<file path="config.mk">
export PLATFORM = sky130hd
export DESIGN_NAME = ppt_div_cell
export DESIGN_NICKNAME = d
export VERILOG_FILES = /design/src/ppt_pkg.sv /design/src/ppt_div_cell.sv
export SDC_FILE = /design/constraint.sdc
export NUM_CORES = 1
export LEC_CHECK = 0
export BUFFER_PORTS_ARGS = -buffer_cell sky130_fd_sc_hd__clkbuf_2
export CAP_MARGIN = 10
export CORE_AREA = 2 2 263 265
export DETAILED_ROUTE_END_ITERATION = 12
export DIE_AREA = 0 0 265 267
export MAX_ROUTING_LAYER = met4
export PLACE_DENSITY = 0.58
export SETUP_SLACK_MARGIN = 0.3
export SYNTH_ARGS = -nofsm -noshare
export SYNTH_HDL_FRONTEND = slang
export SYNTH_SLANG_ARGS = --single-unit
</file>
<file path="constraint.sdc">
create_clock -name clk -period 11.3 [get_ports clk]
set_input_delay 2.26 -clock clk [delete_from_list [all_inputs] [get_ports clk]]
set_output_delay 2.26 -clock clk [all_outputs]
set_load 0.05 [all_outputs]
</file>
<file path="src/ppt_pkg.sv">
// Package for the projective point transform: payload types, register codes,
// reset values and datapath widths. No dependencies.
`timescale 1ns / 1ps
`default_nettype none
package ppt_pkg;

	localparam int unsigned DEF_ORIGIN_WEIGHT = 26214400;
	localparam int unsigned DEF_FRAC_BITS     = 16;

	// Widths cover the full fraction range of 8 to 24 bits.
	localparam int unsigned DW   = 66;
	localparam int unsigned NW   = 98;
	localparam int unsigned RW   = 99;
	localparam int unsigned QW   = 33;
	localparam int unsigned NREG = 8;
	localparam int unsigned IW   = 3;

	localparam logic [IW-1:0] REG_ORIGIN_X = 3'd0;
	localparam logic [IW-1:0] REG_ORIGIN_Y = 3'd1;
	localparam logic [IW-1:0] REG_GAIN_XX  = 3'd2;
	localparam logic [IW-1:0] REG_GAIN_YX  = 3'd3;
	localparam logic [IW-1:0] REG_GAIN_XY  = 3'd4;
	localparam logic [IW-1:0] REG_GAIN_YY  = 3'd5;
	localparam logic [IW-1:0] REG_WEIGHT_X = 3'd6;
	localparam logic [IW-1:0] REG_WEIGHT_Y = 3'd7;

	localparam logic signed [31:0] RST_ORIGIN = 32'sd0;
	localparam logic signed [31:0] RST_GAIN   = 32'sd39321600;
	localparam logic signed [31:0] RST_WEIGHT = 32'sd65536;

	typedef struct packed {
		logic signed [31:0] point_x;
		logic signed [31:0] point_y;
	} in_t;

	typedef struct packed {
		logic signed [31:0] mapped_x;
		logic signed [31:0] mapped_y;
		logic               zero_denominator;
		logic               saturated;
	} out_t;

	typedef struct packed {
		logic signed [31:0] origin_x;
		logic signed [31:0] origin_y;
		logic signed [31:0] gain_xx;
		logic signed [31:0] gain_yx;
		logic signed [31:0] gain_xy;
		logic signed [31:0] gain_yy;
		logic signed [31:0] weight_x;
		logic signed [31:0] weight_y;
	} cfg_t;

	typedef struct packed {
		logic [RW-1:0] rem_x;
		logic [RW-1:0] rem_y;
		logic [DW-1:0] den;
		logic [QW-1:0] quo_x;
		logic [QW-1:0] quo_y;
		logic          neg_x;
		logic          neg_y;
		logic          ovf_x;
		logic          ovf_y;
		logic          zero;
	} div_t;

endpackage
`default_nettype wire

</file>
<file path="src/ppt_div_cell.sv">
// One restoring-division cell: settles one quotient bit for x and for y.
// Uses ppt_pkg::div_t; cells are chained from the top bit down to bit zero.
`timescale 1ns / 1ps
`default_nettype none
module ppt_div_cell #(
	parameter int unsigned BIT = 0
) (
	input  wire logic          clk,
	input  wire logic          arst_n,
	input  wire logic          valid_i,
	output logic               ready_o,
	input  wire ppt_pkg::div_t data_i,
	output logic               valid_o,
	input  wire logic          ready_i,
	output ppt_pkg::div_t      data_o
);
	localparam int unsigned RW = ppt_pkg::RW;

	logic v_q;
	ppt_pkg::div_t d_q;
	ppt_pkg::div_t nxt;
	logic [RW-1:0] sub;
	logic ge_x, ge_y;

	assign sub  = RW'(data_i.den) << BIT;
	assign ge_x = data_i.rem_x >= sub;
	assign ge_y = data_i.rem_y >= sub;
	assign ready_o = !v_q || ready_i;
	assign valid_o = v_q;
	assign data_o  = d_q;

	always_comb begin
		nxt = data_i;
		if (ge_x) begin
			nxt.rem_x      = data_i.rem_x - sub;
			nxt.quo_x[BIT] = 1'b1;
		end
		if (ge_y) begin
			nxt.rem_y      = data_i.rem_y - sub;
			nxt.quo_y[BIT] = 1'b1;
		end
	end

	always_ff @(posedge clk or negedge arst_n) begin
		if (!arst_n) begin
			v_q <= 1'b0;
		end else if (ready_o) begin
			v_q <= valid_i;
		end
	end

	always_ff @(posedge clk) begin
		if (ready_o && valid_i) begin
			d_q <= nxt;
		end
	end
endmodule
`default_nettype wire

</file>
# After elaboration in Yosys (flattened, before gate mapping)
# Index checks and enable logic that the tools add are counted.
# W data, S select, Z words.
# totals
regBits,336
in_bits,339
elab_cells,22
# op_classes
addsub,2
magnitude_cmp,2
n_mux,2
reduce_logical,3
# op_table
operator,n
$ge A99 B66 Y1,2
$mux W99,2
$sub A99 B66 Y99,2
$logic_and A1 B1 Y1,1
$logic_not A1 Y1,1
$logic_or A1 B1 Y1,1

# Longest topological paths before layout
# depth
depth_word,3
ltp_mapped,15
mapped_depth_nobuf,14

# Worst setup path before layout
# Ideal clock, no wire load.
# synth_path
path_kind,input -> register
startpoint,in ready_i
endpoint,"reg d_q, in the netlist data_o[0] (enable)"
t_arrival_ps,10361
t_required_ps,10561
setup_slack_ps,200
cell_stages,2
path_cell_list,nand2b_1 -> and2_1
# synth_via
elab_chain_len,2
# synth_lines
item,line,source
start: declaration,ppt_div_cell.sv:14,"input wire logic ready_i,"
$logic_or A1 B1 Y1,ppt_div_cell.sv:28,assign ready_o = !v_q || ready_i;
$logic_and A1 B1 Y1,ppt_div_cell.sv:53,if (ready_o && valid_i) begin
end signal: assignment,ppt_div_cell.sv:54,d_q <= nxt;
end: declaration,ppt_div_cell.sv:20,ppt_pkg::div_t d_q;
# No other way between the ends.
# A chain may end at the register's enable or synchronous reset.

==> impl_metrics.ini <==
[status]
outcome = complete, no violations

[worst_setup_path]
crit_arrival_ns = 6.75
cp_max_fo = 46
timing_worst_setup_path_type = input port to register
critPathLaunchType = input port
worstSetupEndpointType = register
timing.critical_path.required_ns = 11.61

[drt]
drt-vias-per-instance = 5.44
drc = 0
first_drt_pass_iteration_count = 5
detailroute.via_count = 21000
drtIter0Drc = 1715
route.antenna.remaining_nets = 0
wire_length_reported_by_the_detailed_router_um = 91700
routedWlPerCell_um = 23.7

[yosys]
postSynthRegisterBits = 336
syn_area_per_cell_sq_um = 9.58
number_of_synthesized_flops_with_an_enable_pin = 335
fraction_of_registers_with_async_set_reset_pct = 0.298
synth.cells.most_frequent = edfxtp_1, a21oi_1, nand2_1
synth_largest_type_area_fraction_pct = 45.2
synth.yosys.warnings = 0
syn_std_cell_area_sq_mm = 0.0223
synth_sequential_area_ratio_pct = 45.3
synth_fp_nets = 2798
ys_top_cells_by_area = edfxtp_1, ha_1, a21oi_1
yosysMostFrequentCell = edfxtp_1
synthCells = 2325
netlist.top_cell.by_area = edfxtp_1
netlist-cell-type-count = 79
postSynth.topFlopCell = edfxtp_1

[cts]
postCtsResizedCells = 0
cts_buffers = 41
cts_tree = built
cts.reportedPaths.clkPinSlew_ns = 0.06
clock_latency_ns = 0.58
cts.htree.levels = 2
postCtsSetupBuffers = 0
clock-sinks = 336
ctsHoldBuffers = 0
cts_root_buf = clkbuf_16
cts_max_path_buffers = 3

[final_layout]
multi_input_comb_area_sq_mm = 0.0113
flow.area_growth_from_synthesis_pct = 25.2
drive_gt1_share_pct = 26.9
layout.filler_cells = 6823
numnets_final = 3411
seq_area_sq_mm = 0.0101

[sta]
final.setup.tns_ns = 0
fmax_mhz = 155
worst_slew_margin_rel_pct = 27.4
report.final.slew_viol_count = 0
fin_hold_ws_ns = 0.559
finalHoldViolCount = 0
timing.final.setup_violations = 0
finalCriticalPeriod_ns = 6.44
worst_pin_slew_ns = 1.09
fin_crit_share_pct = 57.0
fin_skew_ns = 0.0200
setup_slack_ns = 4.86
rsz0062_at_grt = false

[die]
floorplan.io_pins = 676
core_region_area_sq_mm = 0.0680
floorplan.initialDensity_pct = 32.8
die-area_sq_mm = 0.0708
dieWidth_um = 265
fp-row-count = 96
chipHeight_um = 267

[placed_design]
port-buffer-count = 675
gp_congestion = 0.986
dp_worst_setup_slack_ns = 4.27
detailedPlacementHpwl_um = 75200

[power_and_ir_drop]
areal_power_density_over_the_cells_mw_per_mm2 = 152
design_power_total_uw = 4230
ir_drop_mv = 0.115
static-leakage-power_uw = 0.0116

[min_path]
worst_hold_path_type = register to register

[run]
maxCapViolCount = 0

[global_route]
antenna_found_initial = 14
globalRouteOverflowTotal = 0
grt_pass1_vias = 20300
gr-usage-all-layers_pct = 25.4
pin_count_of_the_biggest_net_entering_global_routing = 165
grt_pass1_wl_um = 131000
==> where the power goes <==
part	internal (uW)	switching (uW)	total (uW)
clock network	855	571	1430
logic	354	905	1260
registers	1510	30.3	1540
total	2720	1510	4230
==> final timing paths <==
kind	from	to	slack [ns]	cells past startpoint
max	data_i[100]	data_o[219]	4.86	14
min	valid_o	valid_o	0.56	2
max reg2reg	valid_o	data_o[312]	8.78	3
min reg2reg	valid_o	valid_o	0.56	2
max in group asynchronous	arst_n	valid_o	9.71	1
min in group asynchronous	arst_n	valid_o	1.48	1
==> cell usage in the layout, fill, tap and decap left out, types with 9 or more instances in the layout <==
cell type / Yosys / layout
o31ai_1: 12 / 12
and3_1: 13 / 13
clkbuf_16: 0 / 43
or4_1: 15 / 15
nand3_1: 36 / 36
or3_1: 21 / 21
edfxtp_1: 335 / 335
o21ai_0: 169 / 169
mux2_2: 16 / 16
nand4_1: 77 / 77
nand2b_1: 14 / 14
xor2_1: 94 / 94
nor2_1: 197 / 196
a31oi_1: 19 / 19
nor4_1: 27 / 27
xnor2_1: 97 / 97
a21oi_1: 249 / 249
clkbuf_2: 0 / 675
ha_1: 132 / 132
nor3_1: 56 / 56
diode_2: 0 / 13
o21a_1: 14 / 14
inv_1: 109 / 109
a21boi_0: 13 / 13
or2_2: 10 / 10
buf_4: 0 / 13
a21o_1: 67 / 67
o21bai_1: 44 / 44
nand2_1: 224 / 224
a211oi_1: 9 / 9
o211ai_1: 9 / 9
==> sequential cells by signal, summed over array words and instances, names as in the netlist <==
name / count
valid_o: 1
data_o: 335
==> metrics by stage <==
step	util, %	cells	instance area [sq um]
CTS	41.0	3850	27800
global placement	38.9	3777	26400
floorplan	-	2325	22300
detailed placement	38.9	3777	26400
finish	41.0	3863	27900
global route	41.0	3863	27900
==> cell families (layout without fill, tap and decap cells) <==
kind of cell	Yosys count	after routing	share of synthesized area [%]
AND/OR/NAND/NOR	754	754	16.7
AO/OA/AOI/OAI	665	665	18.2
flip-flops	336	336	45.3
buffers and inverters	228	871	3.93
XOR/XNOR	191	191	7.51
adder cells (fa/ha/maj)	134	134	7.60
multiplexers	17	17	0.854
other	0	13	0
==> per-layer routing <==
metal | GRT usage [%] | wire [um] | up-vias
li1 | - | - | 9879
met3 | 4.49 | 6350 | 146
met1 | 32.7 | 39700 | 10100
met5 | - | 0 | -
met2 | 40.7 | 42900 | 883
met4 | 7.67 | 2740 | 0
==> critical path: stages <==
cell and delay (ns):
clkbuf_2 0.12, inv_1 0.09, ha_1 0.47, nand4_1 0.23, or3_1 0.43, nor4_1 0.72
nand4_1 0.27, nand3_1 0.17, o41ai_1 0.15, nor2_4 0.36, buf_4 0.47, nand3_1 0.46
o41ai_1 0.38, o21ai_0 0.14
==> cell type report <==
cell class | count | share of cell area (%)
Multi-Input combinational cell | 1761 | 40.7
Inverter | 109 | 1.47
Sequential cell | 336 | 36.2
Clock buffer | 47 | 3.91
Timing Repair Buffer | 689 | 12.5
Tap cell | 882 | 3.96
Clock inverter | 26 | 1.17
Antenna cell | 13 | 0.117
No activity file was read; power rests on OpenSTA's default activity.
