<file path="config.mk">
export PLATFORM = sky130hd
export DESIGN_NAME = ppt_out
export DESIGN_NICKNAME = d
export VERILOG_FILES = /design/src/ppt_pkg.sv /design/src/ppt_out.sv
export SDC_FILE = /design/constraint.sdc
export NUM_CORES = 1
export LEC_CHECK = 0
export ABC_AREA = 1
export BUFFER_PORTS_ARGS = -buffer_cell sky130_fd_sc_hd__clkbuf_2
export CORE_AREA = 2 2 158 160
export CTS_CLUSTER_DIAMETER = 120
export DETAILED_ROUTE_END_ITERATION = 16
export DIE_AREA = 0 0 160 162
export GPL_TIMING_DRIVEN = 0
export HOLD_SLACK_MARGIN = 0.15
export SLEW_MARGIN = 20
export SYNTH_ARGS = -nofsm -noshare
export SYNTH_HDL_FRONTEND = slang
export SYNTH_SLANG_ARGS = --single-unit
export TNS_END_PERCENT = 10
</file>
<file path="constraint.sdc">
create_clock -name clk -period 4.9 [get_ports clk]
set_input_delay 0 -clock clk [delete_from_list [all_inputs] [get_ports clk]]
set_output_delay 0 -clock clk [all_outputs]
set_load 0.01 [all_outputs]
</file>
<file path="src/ppt_pkg.sv">
// Package for the projective point transform: payload types, register codes,
// reset values and datapath widths. No dependencies.
`timescale 1ns / 1ps
`default_nettype none
package ppt_pkg;

	localparam int unsigned DEF_ORIGIN_WEIGHT = 26214400;
	localparam int unsigned DEF_FRAC_BITS     = 16;

	// Widths cover the full fraction range of 8 to 24 bits.
	localparam int unsigned DW   = 66;
	localparam int unsigned NW   = 98;
	localparam int unsigned RW   = 99;
	localparam int unsigned QW   = 33;
	localparam int unsigned NREG = 8;
	localparam int unsigned IW   = 3;

	localparam logic [IW-1:0] REG_ORIGIN_X = 3'd0;
	localparam logic [IW-1:0] REG_ORIGIN_Y = 3'd1;
	localparam logic [IW-1:0] REG_GAIN_XX  = 3'd2;
	localparam logic [IW-1:0] REG_GAIN_YX  = 3'd3;
	localparam logic [IW-1:0] REG_GAIN_XY  = 3'd4;
	localparam logic [IW-1:0] REG_GAIN_YY  = 3'd5;
	localparam logic [IW-1:0] REG_WEIGHT_X = 3'd6;
	localparam logic [IW-1:0] REG_WEIGHT_Y = 3'd7;

	localparam logic signed [31:0] RST_ORIGIN = 32'sd0;
	localparam logic signed [31:0] RST_GAIN   = 32'sd39321600;
	localparam logic signed [31:0] RST_WEIGHT = 32'sd65536;

	typedef struct packed {
		logic signed [31:0] point_x;
		logic signed [31:0] point_y;
	} in_t;

	typedef struct packed {
		logic signed [31:0] mapped_x;
		logic signed [31:0] mapped_y;
		logic               zero_denominator;
		logic               saturated;
	} out_t;

	typedef struct packed {
		logic signed [31:0] origin_x;
		logic signed [31:0] origin_y;
		logic signed [31:0] gain_xx;
		logic signed [31:0] gain_yx;
		logic signed [31:0] gain_xy;
		logic signed [31:0] gain_yy;
		logic signed [31:0] weight_x;
		logic signed [31:0] weight_y;
	} cfg_t;

	typedef struct packed {
		logic [RW-1:0] rem_x;
		logic [RW-1:0] rem_y;
		logic [DW-1:0] den;
		logic [QW-1:0] quo_x;
		logic [QW-1:0] quo_y;
		logic          neg_x;
		logic          neg_y;
		logic          ovf_x;
		logic          ovf_y;
		logic          zero;
	} div_t;

endpackage
`default_nettype wire

</file>
<file path="src/ppt_out.sv">
// Output register: applies sign, saturation and the zero-denominator rule.
// Uses ppt_pkg types; takes the last divider cell's transfer.
`timescale 1ns / 1ps
`default_nettype none
module ppt_out (
	input  wire logic          clk,
	input  wire logic          arst_n,
	input  wire logic          valid_i,
	output logic               ready_o,
	input  wire ppt_pkg::div_t data_i,
	output logic               valid_o,
	input  wire logic          stall_i,
	output ppt_pkg::out_t      data_o
);
	localparam int unsigned QW = ppt_pkg::QW;
	localparam logic [QW-1:0] POS_MAX = QW'(32'h7FFF_FFFF);
	localparam logic [QW-1:0] NEG_MAX = QW'(32'h8000_0000);

	logic v_q;
	ppt_pkg::out_t o_q;
	logic sat_x, sat_y;
	logic [31:0] res_x, res_y;

	assign sat_x = data_i.ovf_x || (data_i.neg_x ? data_i.quo_x > NEG_MAX
						     : data_i.quo_x > POS_MAX);
	assign sat_y = data_i.ovf_y || (data_i.neg_y ? data_i.quo_y > NEG_MAX
						     : data_i.quo_y > POS_MAX);

	always_comb begin
		if (data_i.zero) res_x = '0;
		else if (sat_x) res_x = data_i.neg_x ? 32'h8000_0000 : 32'h7FFF_FFFF;
		else res_x = data_i.neg_x ? -data_i.quo_x[31:0] : data_i.quo_x[31:0];
		if (data_i.zero) res_y = '0;
		else if (sat_y) res_y = data_i.neg_y ? 32'h8000_0000 : 32'h7FFF_FFFF;
		else res_y = data_i.neg_y ? -data_i.quo_y[31:0] : data_i.quo_y[31:0];
	end

	assign ready_o = !v_q || !stall_i;
	assign valid_o = v_q;
	assign data_o  = o_q;

	always_ff @(posedge clk or negedge arst_n) begin
		if (!arst_n) begin
			v_q <= 1'b0;
		end else if (ready_o) begin
			v_q <= valid_i;
		end
	end

	always_ff @(posedge clk) begin
		if (ready_o && valid_i) begin
			o_q.mapped_x         <= res_x;
			o_q.mapped_y         <= res_y;
			o_q.zero_denominator <= data_i.zero;
			o_q.saturated        <= !data_i.zero && (sat_x || sat_y);
		end
	end
endmodule
`default_nettype wire

</file>
Word-level counts from Yosys, hierarchy flattened
Cells that the tools add are included.
Widths: inputs -> output; s select.
{"block": "word_totals", "ff_bits": 67, "input_bits": 339, "out_inout_bits": 68, "elab_cells": 28}
{"block": "classes", "n_addsub": 2, "magnitude_cmp": 4, "n_mux": 8, "reduce_logical": 9}
{"cell": "$mux 32", "count": 6}
{"cell": "$gt 33x31->1 const B", "count": 2}
{"cell": "$gt 33x32->1 const B", "count": 2}
{"cell": "$neg 32->32", "count": 2}
{"cell": "$logic_or 1x1->1", "count": 4}
{"cell": "$logic_not 1->1", "count": 3}
{"cell": "$logic_and 1x1->1", "count": 2}
{"cell": "$mux 1", "count": 2}

Longest topological paths before layout
Gate-level depths: netlist of run 1.
{"block": "logic_depth", "ltp_word": 5, "depth_mapped": 13, "mapped_depth_nobuf": 13}

Worst setup path after synthesis of run 1
OpenSTA, ideal clock, no wires.
{"block": "synth_timing", "path_kind": "register to register", "from": "reg v_q (netlist: valid_o)", "to": "reg o_q, in the netlist data_o[0], enable pin", "setup_ns": 0.512, "arrival_ns": 3.662, "t_required_ns": 4.388, "path_slack_ns": 0.726, "stages_incl_launch_ff": 2, "n_path_buf": 0, "synth_period_minus_slack_ns": 4.174, "cell_sequence": "dfrtp_1 -> a21oi_1"}
{"block": "synth_between", "elab_chain_len": 3}
{"element": "from (decl)", "line": "ppt_out.sv:19", "rtl": "logic v_q;"}
{"element": "from (signal assigned)", "line": "ppt_out.sv:46", "rtl": "v_q <= valid_i;"}
{"element": "$logic_not 1->1", "line": "ppt_out.sv:38", "rtl": "assign ready_o = !v_q || !stall_i;"}
{"element": "$logic_or 1x1->1", "line": "ppt_out.sv:38"}
{"element": "$logic_and 1x1->1", "line": "ppt_out.sv:51", "rtl": "if (ready_o && valid_i) begin"}
{"element": "to (decl)", "line": "ppt_out.sv:20", "rtl": "ppt_pkg::out_t o_q;"}
No other way between the ends.
A chain may end at the register's enable or synchronous reset.

Final worst setup path of run 1
{"block": "layout_timing", "from": "in data_i[5] in the netlist's numbering", "to": "reg o_q, in the netlist data_o[20], data pin"}
{"block": "layout_between", "elab_chain_len": 4, "word_cells_on_any_way": 7, "classes_between": "add/sub: 1; order compare: 2; mux: 3; reduce/logical: 1"}
{"element": "from (decl)", "line": "ppt_out.sv:10", "rtl": "input wire ppt_pkg::div_t data_i,"}
{"element": "$gt 33x31->1 / $gt 33x32->1 (equally long branches)", "line": "ppt_out.sv:27, ppt_out.sv:26"}
{"element": "$mux 1", "line": "ppt_out.sv:26", "rtl": "assign sat_y = data_i.ovf_y || (data_i.neg_y ? data_i.quo_y > NEG_MAX"}
{"element": "$logic_or 1x1->1", "line": "ppt_out.sv:26"}
{"element": "$mux 32 (*)", "line": "ppt_out.sv:34", "rtl": "else if (sat_y) res_y = data_i.neg_y ? 32'h8000_0000 : 32'h7FFF_FFFF;"}
Every way passes the cells marked *; elsewhere a longest branch is shown, timed or not.

==> results by group, run 1 <==
Logic synthesis
  – Yosys cell types: 32
  – Syn Nets: 1104
  – Post-synthesis sequential area ratio: 0.3723
  – Post-Syn Area: 5390 sq um
  – Mapped Cells: 761
  – Post-Syn Area per Cell: 7.083 sq um
  – Flops & latches, synth: 67
  – Post-synth top flop: edfxtp_1
  – Top cell type's share of synthesized area: 0.3677
  – Ys Warns: 0
  – Ys async rst share: 0.01493
  – Largest area contributor in the netlist: edfxtp_1
  – Number of synthesized flops with an enable pin: 66
  – Ranking of synthesized cells by area: edfxtp_1, nand2_1, nor2_1

Cells and area
  – Reg area: 2007 sq um
  – Layout cells sized above 1: 0.2412
  – Filler cells: 2752
  – Most frequent cells in the layout: nand2_1, clkbuf_2, nor2_1
  – Finished Cell Area: 7039 sq um
  – Area Overhead vs Synth: 30.59%
  – Final core utilization: 0.2920
  – Nets: 1275
  – Multi-input gate area in the final layout: 2964 sq um
  – Diode count: 0
  – Most common cell after layout, fill and taps aside: nand2_1

Routing
  – Initial DRC Count: 548
  – Detailed-router iteration count before antenna repair: 5
  – DRC Markers: 0
  – Vias: 5775
  – Total Wirelength: 20.93 mm
  – Post-DRT Antenna Nets: 0
  – Via density: 4.580
  – Drt wl/cell: 16.60 microns

Place
  – # port buffers: 141
  – Area after DPL: 6595 sq um
  – Final HPWL DP: 16.86 mm
  – Gpl congestion: 0.9330

Die
  – Die width: 160 microns
  – Initial cell density of the core: 0.2236
  – IO Count: 407
  – Cell Rows: 57
  – Core area: 24110 sq um
  – DIE HEIGHT: 162 microns
  – Die area: 25920 sq um

GRT
  – GRT Resource Usage Total: 0.1617
  – GRT overflow: 0
  – Antenna violations before repair: 0
  – Largest net degree at the start of global routing: 26
  – Global-route wire length before repair: 31.73 mm
  – Vias in the first global route: 5409

Power and ir drop
  – Combinational share of power: 0.235
  – Clock Power Share: 0.365
  – Total Power Consumption: 1729 uW
  – Net Sw Power: 559.4 uW
  – Static Leak: 0.003060 uW
  – Net Sw Frac: 0.3236
  – Power share of the sequential group: 0.400
  – Internal power: 1169 uW
  – VDD IR max: 142.1 uV
  – Pwr/cell area: 245.6 nW/um^2

STA
  – Pins over their slew limit: 0
  – Final period utilization: 0.4341
  – Final count of hold timing violations: 0
  – Least-Margin Pin Slew: 0.7966 ns
  – Setup TNS: 0 ns
  – Slew Limit Headroom: 0.4689
  – Final setup fails: 0
  – Final worst path period need: 2.127 ns
  – RSZ-0062 raised after global routing: false
  – Clk_skew: 0.01350 ns
  – Fmax: 0.4702 GHz

Clocking
  – Sinks on Clock Net: 67
  – Clock Tree Buf Depth: 2
  – H-tree level count: 3
  – Clk_lat worst skew: 0.34 ns
  – Num CTS Buffers: 9
  – Clock transition at path regs: 0.06 ns
  – Root Buffer: clkbuf_16
  – TritonCTS clock tree: yes

Critical path
  – Kind of start point of the critical path: input pin
  – CP arrival: 2.17 ns
  – CP Data Required Time: 4.94 ns
  – WS Path Type: in2reg
  – CP Capture Type: flop
  – Worst-path maximum fanout: 10

Run status
  – Outcome: finished, final reports clean

Job
  – Max_cap viols: 0

Min path
  – Class of the tightest hold or removal check: in2reg
through the flow:
stage / cells / hold WS [ns] / worst slack (ns)
finish: 1261 / 0.1672 / 2.773
global route: 1261 / 0.1701 / 2.653
CTS: 1261 / 0.1518 / 2.796
detailed placement: 1229 / -0.2031 / 2.836
global placement: 1226 / -0.1955 / -0.8130
floorplan: 761 / -0.2956 / 0.7260
sequential cells by signal, indices dropped and copies added, names as in the netlist:
signal and flops:
data_o 66, valid_o 1
power groups by stage:
stage	logic, uW	clock network (uW)	registers [uW]
floorplan	200	0	719
global placement	380	0	708
detailed placement	393	0	701
CTS	406	650	691
global route	448	676	693
finish	406	632	691
area by class of cell:
| class | instances | share of cell area |
|---|---|---|
| plain buffers | 29 | 0.02613 |
| clock buffers | 9 | 0.03199 |
| clock inverters | 7 | 0.008354 |
| inverters | 65 | 0.03502 |
| multi-input cells | 600 | 0.4211 |
| flip-flops and latches | 67 | 0.2851 |
| well taps | 324 | 0.05759 |
| repair buffers | 160 | 0.1347 |
layer usage:
| layer | global-route usage | wire (microns) |
|---|---|---|
| met3 | 0.03882 | 1757 |
| met4 | 0.04873 | 501 |
| met2 | 0.2196 | 8169 |
| met1 | 0.2483 | 10500 |
| met5 | 0 | 0 |
cell usage after synthesis, types with 2 or more instances:
master    count
nand2_2       5
inv_1        63
a21oi_2      29
o21ai_0      15
nand2_4       3
nand2_1     229
nor2_1      121
a21oi_1      40
or2_2         2
xnor2_1       5
nor2_4        2
nand3_2       2
nand3_1      77
nor2_2        4
nand4_1      18
buf_2         6
ha_1          4
buf_6         9
xor2_1       37
edfxtp_1     66
clkbuf_1     13
cells by family after synthesis:
family	after synthesis	synth area share
xor+xnor	42	0.06824
flops	67	0.3723
fa+ha+maj	4	0.009285
simple gates	464	0.3642
buf+inv	94	0.07985
compound gates	90	0.1061
final timing paths:
check,from,endpoint,slack [ns],depth (start not counted)
max,data_i[5],data_o[20],2.77,14
min,data_i[9],data_o[6],0.17,4
max reg2reg,valid_o,data_o[53],3.29,4
min reg2reg,valid_o,data_o[0],0.70,1
max in group asynchronous,arst_n,valid_o,4.26,3
min in group asynchronous,arst_n,valid_o,0.53,3
worst max-delay path, stage by stage:
cell and delay (ns):
dlygate4sd3_1 0.53, clkbuf_2 0.16, inv_1 0.09, ha_1 0.18
nand3_2 0.15, nor2_4 0.20, nand2_4 0.09, nor2_4 0.10
nand3_2 0.07, nand2_2 0.10, nand2_4 0.07, nand2_4 0.11
buf_6 0.20, a21oi_1 0.11
timing repair:
| item | CTS | global route |
|---|---|---|
| gates resized for setup | 0 | 0 |
| endpoints found under the hold margin | 15 | 0 |
| hold buffers | 16 | 0 |
| buffers inserted | 0 | 0 |
Power figures use the tool's default switching activity.
==> run 2, diff against run 1 <==
- ABC_AREA: 1 -> 0
- CORE_AREA: 2 2 158 160 -> 2 2 157 159
- DIE_AREA: 0 0 160 162 -> 0 0 159 161
- clock period: 4.9 -> 2 ns (I/O delays scaled with it)
==> run 2 against run 1 <==
Net effect:
- the flow now finishes with violations (setup timing)
- sequential cell count unchanged
- register-to-register slack worse by 2.8 ns
- die area down 1.2%
- clock power rose to 3.0 times the previous value
- first-iteration DRC count fell by 12%
- area after synthesis down 11%
- worst setup slack got worse by 2.9 ns
- highest routed layer unchanged
- non-clock buffer count up 52
==> results by group, run 2 <==
Cells and area
  – Most common cell after layout, fill and taps aside: clkbuf_2 (was nand2_1)
  – Filler cells: 2546 (was 2752)
  – Area Overhead vs Synth: 57.93% (was 30.59%)
  – Final core utilization: 0.3154 (was 0.2920)
  – Finished Cell Area: 7559 sq um (was 7039 sq um)
  – Layout Cells excl Fill: 1056 (was 1261)
  – Most frequent cells in the layout: clkbuf_2, edfxtp_1, nor2_1 (was nand2_1, clkbuf_2, nor2_1)
  – Reg area: 2007 sq um (unchanged)
  – Layout cells sized above 1: 0.3934 (was 0.2412)
  – Diode count: 0 (unchanged)
  – Largest register FFs: 66 (unchanged)
  – Nets: 1070 (was 1275)
  – Multi-input gate area in the final layout: 3153 sq um (was 2964 sq um)

GRT
  – Largest net degree at the start of global routing: 49 (was 26)
  – Antenna violations before repair: 0 (unchanged)
  – Vias in the first global route: 5300 (was 5409)
  – GR Util met3: 0.03878 (was 0.03882)
  – GRT Resource Usage Total: 0.1665 (was 0.1617)
  – Global routing's busiest layer: met1 (unchanged)
  – Global Route met2 Usage: 0.2219 (was 0.2196)
  – Met1 GRT Util: 0.2577 (was 0.2483)
  – Global-route wire length before repair: 32.71 mm (was 31.73 mm)
  – GRT overflow: 0 (unchanged)

Clocking
  – Num CTS Buffers: 9 (unchanged)
  – Clock transition at path regs: 0.06 ns (about the same)
  – TritonCTS clock tree: yes (unchanged)
  – Sinks on Clock Net: 67 (unchanged)
  – H-tree level count: 3 (unchanged)
  – Clk_lat worst skew: 0.35 ns (was 0.34 ns)
  – Root Buffer: clkbuf_16 (unchanged)
  – Clock Tree Buf Depth: 2 (unchanged)

Critical path
  – Worst-path maximum fanout: 6 (was 10)
  – CP Data Required Time: 2.16 ns (was 4.94 ns)
  – Critical Path Stages: 8 (was 14)
  – Worst-path cell chain: clkbuf_2 -> or4_4 -> nor4_4 -> nand4_1 -> a21o_1 -> clkbuf_8 -> or3b_4 -> a31oi_4 (was dlygate4sd3_1 -> clkbuf_2 -> inv_1 -> ha_1 -> nand3_2 -> nor2_4 -> nand2_4 -> nor2_4 -> nand3_2 -> nand2_2 -> nand2_4 -> nand2_4 -> buf_6 -> a21oi_1)
  – Crit path max-delay cell type: or4_4 (was dlygate4sd3_1)
  – Family with the most delay on the worst path: simple AND/OR/NAND/NOR gates (was buffers and inverters)
  – WS Path Type: in2reg (unchanged)
  – CP arrival: 2.29 ns (was 2.17 ns)
  – WP buf/inv: 2 (was 4)
  – Reg2Reg Depth: 3 (was 4)
  – Kind of start point of the critical path: input pin (unchanged)
  – CP max stage delay: 0.59 ns (was 0.53 ns)
  – CP Capture Type: flop (unchanged)
  – Flop2flop setup slack: 0.50 ns (was 3.29 ns)

Logic synthesis
  – Post-Syn Area: 4786 sq um (was 5390 sq um)
  – Most frequent cell after synthesis: edfxtp_1 (was nand2_1)
  – Xor/xnor share of the synthesized area: 0.003660 (was 0.06825)
  – Ys async rst share: 0.01493 (unchanged)
  – Top cells by count, synth: edfxtp_1, nor2_1, a21oi_1, clkbuf_1 (was nand2_1, nor2_1, nand3_1, edfxtp_1, inv_1)
  – Post-synth top flop: edfxtp_1 (unchanged)
  – Post-synthesis simple-gate area fraction: 0.2586 (was 0.3642)
  – Yosys cell types: 58 (was 32)
  – Largest family of logic cells by synthesized area: simple AND/OR/NAND/NOR gates (unchanged)
  – Largest area contributor in the netlist: edfxtp_1 (unchanged)
  – Ranking of synthesized cells by area: edfxtp_1, o32ai_1, a21oi_1 (was edfxtp_1, nand2_1, nor2_1)
  – Number of synthesized flops with an enable pin: 66 (unchanged)
  – Flops & latches, synth: 67 (unchanged)
  – Mapped Cells: 515 (was 761)
  – Proportion of synthesized area in mux cells: 0.04601 (was 0)
  – Post-synthesis sequential area ratio: 0.4193 (was 0.3723)
  – Post-Syn Area per Cell: 9.293 sq um (was 7.083 sq um)
  – Compound-Gate Fraction of Synth Area: 0.2178 (was 0.1061)
  – Syn Nets: 858 (was 1104)
  – Ys Warns: 0 (unchanged)
  – Post-Synth Adder-Cell Area: 0.01046 (was 0.009285)
  – Top cell type's share of synthesized area: 0.4141 (was 0.3677)

STA
  – Clk_skew: 0.008236 ns (was 0.01350 ns)
  – Fmax: 0.4704 GHz
  – Pins over their slew limit: 0 (unchanged)
  – Least-Margin Pin Slew: 1.141 ns (was 0.7966 ns)
  – RSZ-0062 raised after global routing: true (was false)
  – Slew Limit Headroom: 0.2393 (was 0.4689)
  – Final count of hold timing violations: 0 (unchanged)
  – Setup TNS: -2.549 ns (was 0 ns)
  – Final period utilization: 1.063
  – Final setup fails: 44 (was 0)
  – Final worst setup slack: -0.1257 ns (was 2.773 ns)
  – Final worst path period need: 2.126 ns

Min path
  – Class of the tightest hold or removal check: in2reg (unchanged)
  – Hold Path Depth: 3 (was 4)

Run status
  – Failing checks: setup timing
  – Outcome: finished with violations (was finished, final reports clean)

Routing
  – Post-DRT Antenna Nets: 0 (unchanged)
  – Total Wirelength: 21.95 mm (was 20.93 mm)
  – Drt wl/cell: 20.79 microns (was 16.60 microns)
  – DRC Markers: 0 (unchanged)
  – Vias: 5502 (was 5775)
  – Via density: 5.210 (was 4.580)
  – Initial DRC Count: 481 (was 548)
  – Detailed-router iteration count before antenna repair: 5 (unchanged)

Die
  – Cell Rows: 57 (unchanged)
  – Initial cell density of the core: 0.1997 (was 0.2236)
  – DIE HEIGHT: 161 microns (was 162 microns)
  – IO Count: 407 (unchanged)
  – Die area: 25600 sq um (was 25920 sq um)
  – Die width: 159 microns (was 160 microns)
  – Core area: 23960 sq um (was 24110 sq um)

Power and ir drop
  – Pwr/cell area: 596.7 nW/um^2 (was 245.6 nW/um^2)
  – VDD IR max: 419.6 uV (was 142.1 uV)
  – Total Power Consumption: 4510 uW (was 1729 uW)
  – Static Leak: 0.002678 uW (was 0.003060 uW)

Place
  – Final HPWL DP: 15.24 mm (was 16.86 mm)
  – Placed instance count: 978 (was 1229)
  – Area after DPL: 5912 sq um (was 6595 sq um)
  – Gpl congestion: 0.9056 (was 0.9330)
  – # port buffers: 138 (was 141)

Job
  – Max_cap viols: 0 (unchanged)
-- run 2: worst reg2reg max path, cell delays in order (launching register included) --
cell and delay (ns):
dfrtp_1 0.38, nand2_1 0.11, and2_4 0.35, buf_16 0.28
-- run 2: per-layer routing --
metal,share of wire,vias up
met4,0.025,0
met1,0.50,2682
met2,0.39,296
met3,0.081,31
met5,0,-
li1,-,2493
-- run 2: final timing paths --
check / startpoint / end
worst max-delay path: data_i[66] / data_o[52]
max in group asynchronous: arst_n / valid_o
worst min-delay path: data_i[58] / data_o[54]
min in group asynchronous: arst_n / valid_o
worst max register to register: valid_o / data_o[53]
worst min register to register: valid_o / data_o[23]
-- run 2: layout make-up --
class	instances	area share
Sequential cell	67	0.2655
Clock inverter	7	0.01655
Tap cell	324	0.05363
Timing Repair Buffer	203	0.1828
Buffer	38	0.02847
Multi-Input combinational cell	397	0.4171
Clock buffer	9	0.02980
Inverter	11	0.006125
-- run 2: kinds of logic after synthesis --
group,Yosys count
compound gates,156
simple gates,213
fa+ha+maj,4
buf+inv,51
mux,22
flops,67
xor+xnor,2
-- run 2: where the power goes --
group | leakage (uW) | switching [uW] | internal [uW] | total, uW
registers | 0.000658 | 30.8 | 1650 | 1680
logic | 0.00185 | 569 | 362 | 931
clock network | 0.000170 | 665 | 1230 | 1890
-- run 2: what timing repair did --
item / in CTS / in global routing
hold endpoints to repair: 34 / 2
buffers inserted: 16 / 8
gates cloned: 1 / 0
hold buffers: 37 / 2
gates resized for setup: 84 / 70
pin swaps: 29 / 32
endpoints found under the setup margin: 63 / 62
-- run 2: through the flow --
step,worst slack (ns),hold WS [ns]
6_report,-0.1257,0.1520
5_1_grt,-0.1753,0.1546
4_1_cts,-0.07546,0.1526
3_5_place_dp,-1.229,-0.1911
3_3_place_gp,-1.280,-0.1861
2_1_floorplan,-0.2425,-0.2956
==> run 3, diff against run 2 <==
- CELL_PAD_IN_SITES_DETAIL_PLACEMENT: unset -> 1
- CELL_PAD_IN_SITES_GLOBAL_PLACEMENT: unset -> 1
- CORE_AREA: 2 2 157 159 -> 2 2 156 158
- DIE_AREA: 0 0 159 161 -> 0 0 158 160
- PLACE_DENSITY_LB_ADDON: unset -> 0.1
==> run 3 against run 2 <==
Net effect:
- clock power fell by 22%
- worst setup slack got worse by 0.082 ns
- power fell by 7.9%
- the run still ends with setup timing left
- critical endpoint is now data_o[57]
- critical path type unchanged
- hold slack better by 0.0016 ns
- largest power group is now registers
- routed wire length rose by 10%
- via count shrank 3.2%
==> results by group, run 3 (same netlist as run 2, synthesis figures left out) <==
Run status
  – Outcome: finished with violations (unchanged)
  – Failing checks: setup timing (unchanged)

Clocking
  – Clock Tree Buf Depth: 2 (unchanged)
  – Clock transition at path regs: 0.06 ns (about the same)
  – H-tree level count: 3 (unchanged)
  – Sinks on Clock Net: 67 (unchanged)
  – Root Buffer: clkbuf_16 (unchanged)
  – Clk_lat worst skew: 0.33 ns (was 0.35 ns)
  – TritonCTS clock tree: yes (unchanged)
  – Num CTS Buffers: 9 (unchanged)

STA
  – Least-Margin Pin Slew: 1.028 ns (was 1.141 ns)
  – RSZ-0062 raised after global routing: true (unchanged)
  – Fmax: 0.4530 GHz (was 0.4704 GHz)
  – Final setup fails: 33 (was 44)
  – Final count of hold timing violations: 0 (unchanged)
  – Setup TNS: -2.877 ns (was -2.549 ns)
  – Final worst setup slack: -0.2076 ns (was -0.1257 ns)
  – Slew Limit Headroom: 0.3146 (was 0.2393)
  – Clk_skew: 0.007649 ns (was 0.008236 ns)
  – Pins over their slew limit: 0 (unchanged)
  – Final period utilization: 1.104 (was 1.063)
  – Hold_ws: 0.1536 ns (was 0.1520 ns)
  – Final worst path period need: 2.208 ns (was 2.126 ns)

Critical path
  – Family with the most delay on the worst path: simple AND/OR/NAND/NOR gates (unchanged)
  – R2r startpoint: valid_o (unchanged)
  – Critical Path Stages: 8 (unchanged)
  – WS Path Type: in2reg (unchanged)
  – Worst-path maximum fanout: 10 (was 6)
  – WP buf/inv: 2 (unchanged)
  – CP Capture Type: flop (unchanged)
  – CP Data Required Time: 2.15 ns (was 2.16 ns)
  – CP arrival: 2.35 ns (was 2.29 ns)
  – Kind of start point of the critical path: input pin (unchanged)
  – Most used cell, CP: buf_8
  – Reg2Reg Depth: 3 (unchanged)
  – CP max stage delay: 0.58 ns (was 0.59 ns)
  – Crit path max-delay cell type: or4_4 (unchanged)
  – Worst-path cell chain: buf_8 -> or4_4 -> nor4_4 -> nand4_1 -> a21o_1 -> buf_8 -> or3_4 -> a31oi_4 (was clkbuf_2 -> or4_4 -> nor4_4 -> nand4_1 -> a21o_1 -> clkbuf_8 -> or3b_4 -> a31oi_4)
  – Critical Path Source: data_i[57] (was data_i[66])

Die
  – Core area: 23820 sq um (was 23960 sq um)
  – IO Count: 407 (unchanged)
  – Cell Rows: 57 (unchanged)
  – Die area: 25280 sq um (was 25600 sq um)
  – Initial cell density of the core: 0.2009 (was 0.1997)
  – DIE HEIGHT: 160 microns (was 161 microns)
  – Die width: 158 microns (was 159 microns)

Power and ir drop
  – Power share of the sequential group: 0.405 (was 0.374)
  – Internal power: 2859 uW (was 3245 uW)
  – Net Sw Frac: 0.3115 (was 0.2805)
  – Total Power Consumption: 4153 uW (was 4510 uW)
  – Combinational share of power: 0.241 (was 0.206)
  – Clock Power Share: 0.354 (was 0.420)
  – Static Leak: 0.002682 uW (was 0.002678 uW)
  – Pwr/cell area: 538.7 nW/um^2 (was 596.7 nW/um^2)
  – Net Sw Power: 1293 uW (was 1265 uW)
  – VDD IR max: 362.1 uV (was 419.6 uV)

Job
  – Max_cap viols: 0 (unchanged)

GRT
  – GRT Resource Usage Total: 0.1916 (was 0.1665)
  – Vias in the first global route: 5484 (was 5300)
  – Antenna violations before repair: 3 (was 0)
  – GRT overflow: 0 (unchanged)
  – Largest net degree at the start of global routing: 44 (was 49)
  – Global-route wire length before repair: 36.12 mm (was 32.71 mm)

Routing
  – DRC Markers: 0 (unchanged)
  – Via density: 5.070 (was 5.210)
  – Total Wirelength: 24.24 mm (was 21.95 mm)
  – Initial DRC Count: 272 (was 481)
  – Drt wl/cell: 23.08 microns (was 20.79 microns)
  – Detailed-router iteration count before antenna repair: 7 (was 5)
  – Post-DRT Antenna Nets: 0 (unchanged)
  – Vias: 5324 (was 5502)

Place
  – # port buffers: 138 (unchanged)
  – DP Worst Slack: -1.363 ns (was -1.229 ns)
  – Final HPWL DP: 17.29 mm (was 15.24 mm)
  – Gpl congestion: 0.8995 (was 0.9056)
  – Area after DPL: 5904 sq um (was 5912 sq um)

Cells and area
  – Filler cells: 2786 (was 2546)
  – Layout cells sized above 1: 0.4339 (was 0.3934)
  – Area Overhead vs Synth: 61.07% (was 57.93%)
  – Most frequent cells in the layout: clkbuf_2, edfxtp_1, nor2_1 (unchanged)
  – Largest register FFs: 66 (unchanged)
  – Diode count: 0 (unchanged)
  – Most common cell after layout, fill and taps aside: clkbuf_2 (unchanged)
  – Finished Cell Area: 7709 sq um (was 7559 sq um)
  – Nets: 1065 (was 1070)

Min path
  – Hold path start: data_i[27] (was data_i[58])
  – Class of the tightest hold or removal check: in2reg (unchanged)
  – Hold Path Depth: 3 (unchanged)
==> run 3: final timing paths <==
path / end / slack (ns)
min in group asynchronous: valid_o / 0.52
max in group asynchronous: valid_o / 1.37
worst min register to register: data_o[27] / 0.93
worst min-delay path: data_o[24] / 0.15
worst max-delay path: data_o[57] / -0.21
worst max register to register: data_o[60] / 0.46
==> run 3: layout make-up <==
type | count | area [sq um] | area share
plain buffers | 37 | 246.5 | 0.03198
clock buffers | 9 | 225.2 | 0.02922
clock inverters | 6 | 33.78 | 0.004382
inverters | 11 | 43.79 | 0.005681
multi-input cells | 397 | 3366 | 0.4366
flip-flops and latches | 67 | 2007 | 0.2603
well taps | 324 | 405.4 | 0.05259
repair buffers | 199 | 1381 | 0.1792
==> run 3: tightest hold or removal path: stages <==
cell	delay, ns
clkbuf_2	0.19
a21oi_2	0.07
o32ai_4	0.11
==> run 3: power groups by stage <==
stage	Clock (uW)	Sequential (uW)	Combinational, uW
after global placement	0	1710	745
after floorplan	0	1750	287
after detailed placement	0	1710	752
after CTS	1520	1680	901
after global routing	1580	1690	1080
final	1470	1680	1000
==> run 3: metrics by stage <==
step	utilization	std cells
after floorplan	-	515
after global placement	0.2470	977
after detailed placement	0.2479	978
after CTS	0.2977	1034
after global routing	0.3236	1050
final	0.3236	1050
==> run 3: what timing repair did <==
| action | 4_1_cts | 5_1_grt |
|---|---|---|
| hold buffers | 32 | 2 |
| cloned | 0 | 2 |
| endpoints found under the hold margin | 29 | 2 |
| gates resized for setup | 107 | 107 |
| pin swaps | 18 | 32 |
| setup endpoints to repair | 63 | 61 |
| setup buffers | 11 | 13 |
==> run 3: routing by layer <==
layer	wire, microns	share of wire	GRT usage	vias to the layer above
li1	-	-	-	2486
met1	12260	0.51	0.3009	2666
met2	10050	0.41	0.2603	151
met3	1600	0.066	0.04505	21
met4	327	0.013	0.04505	0
met5	0	0	0	-
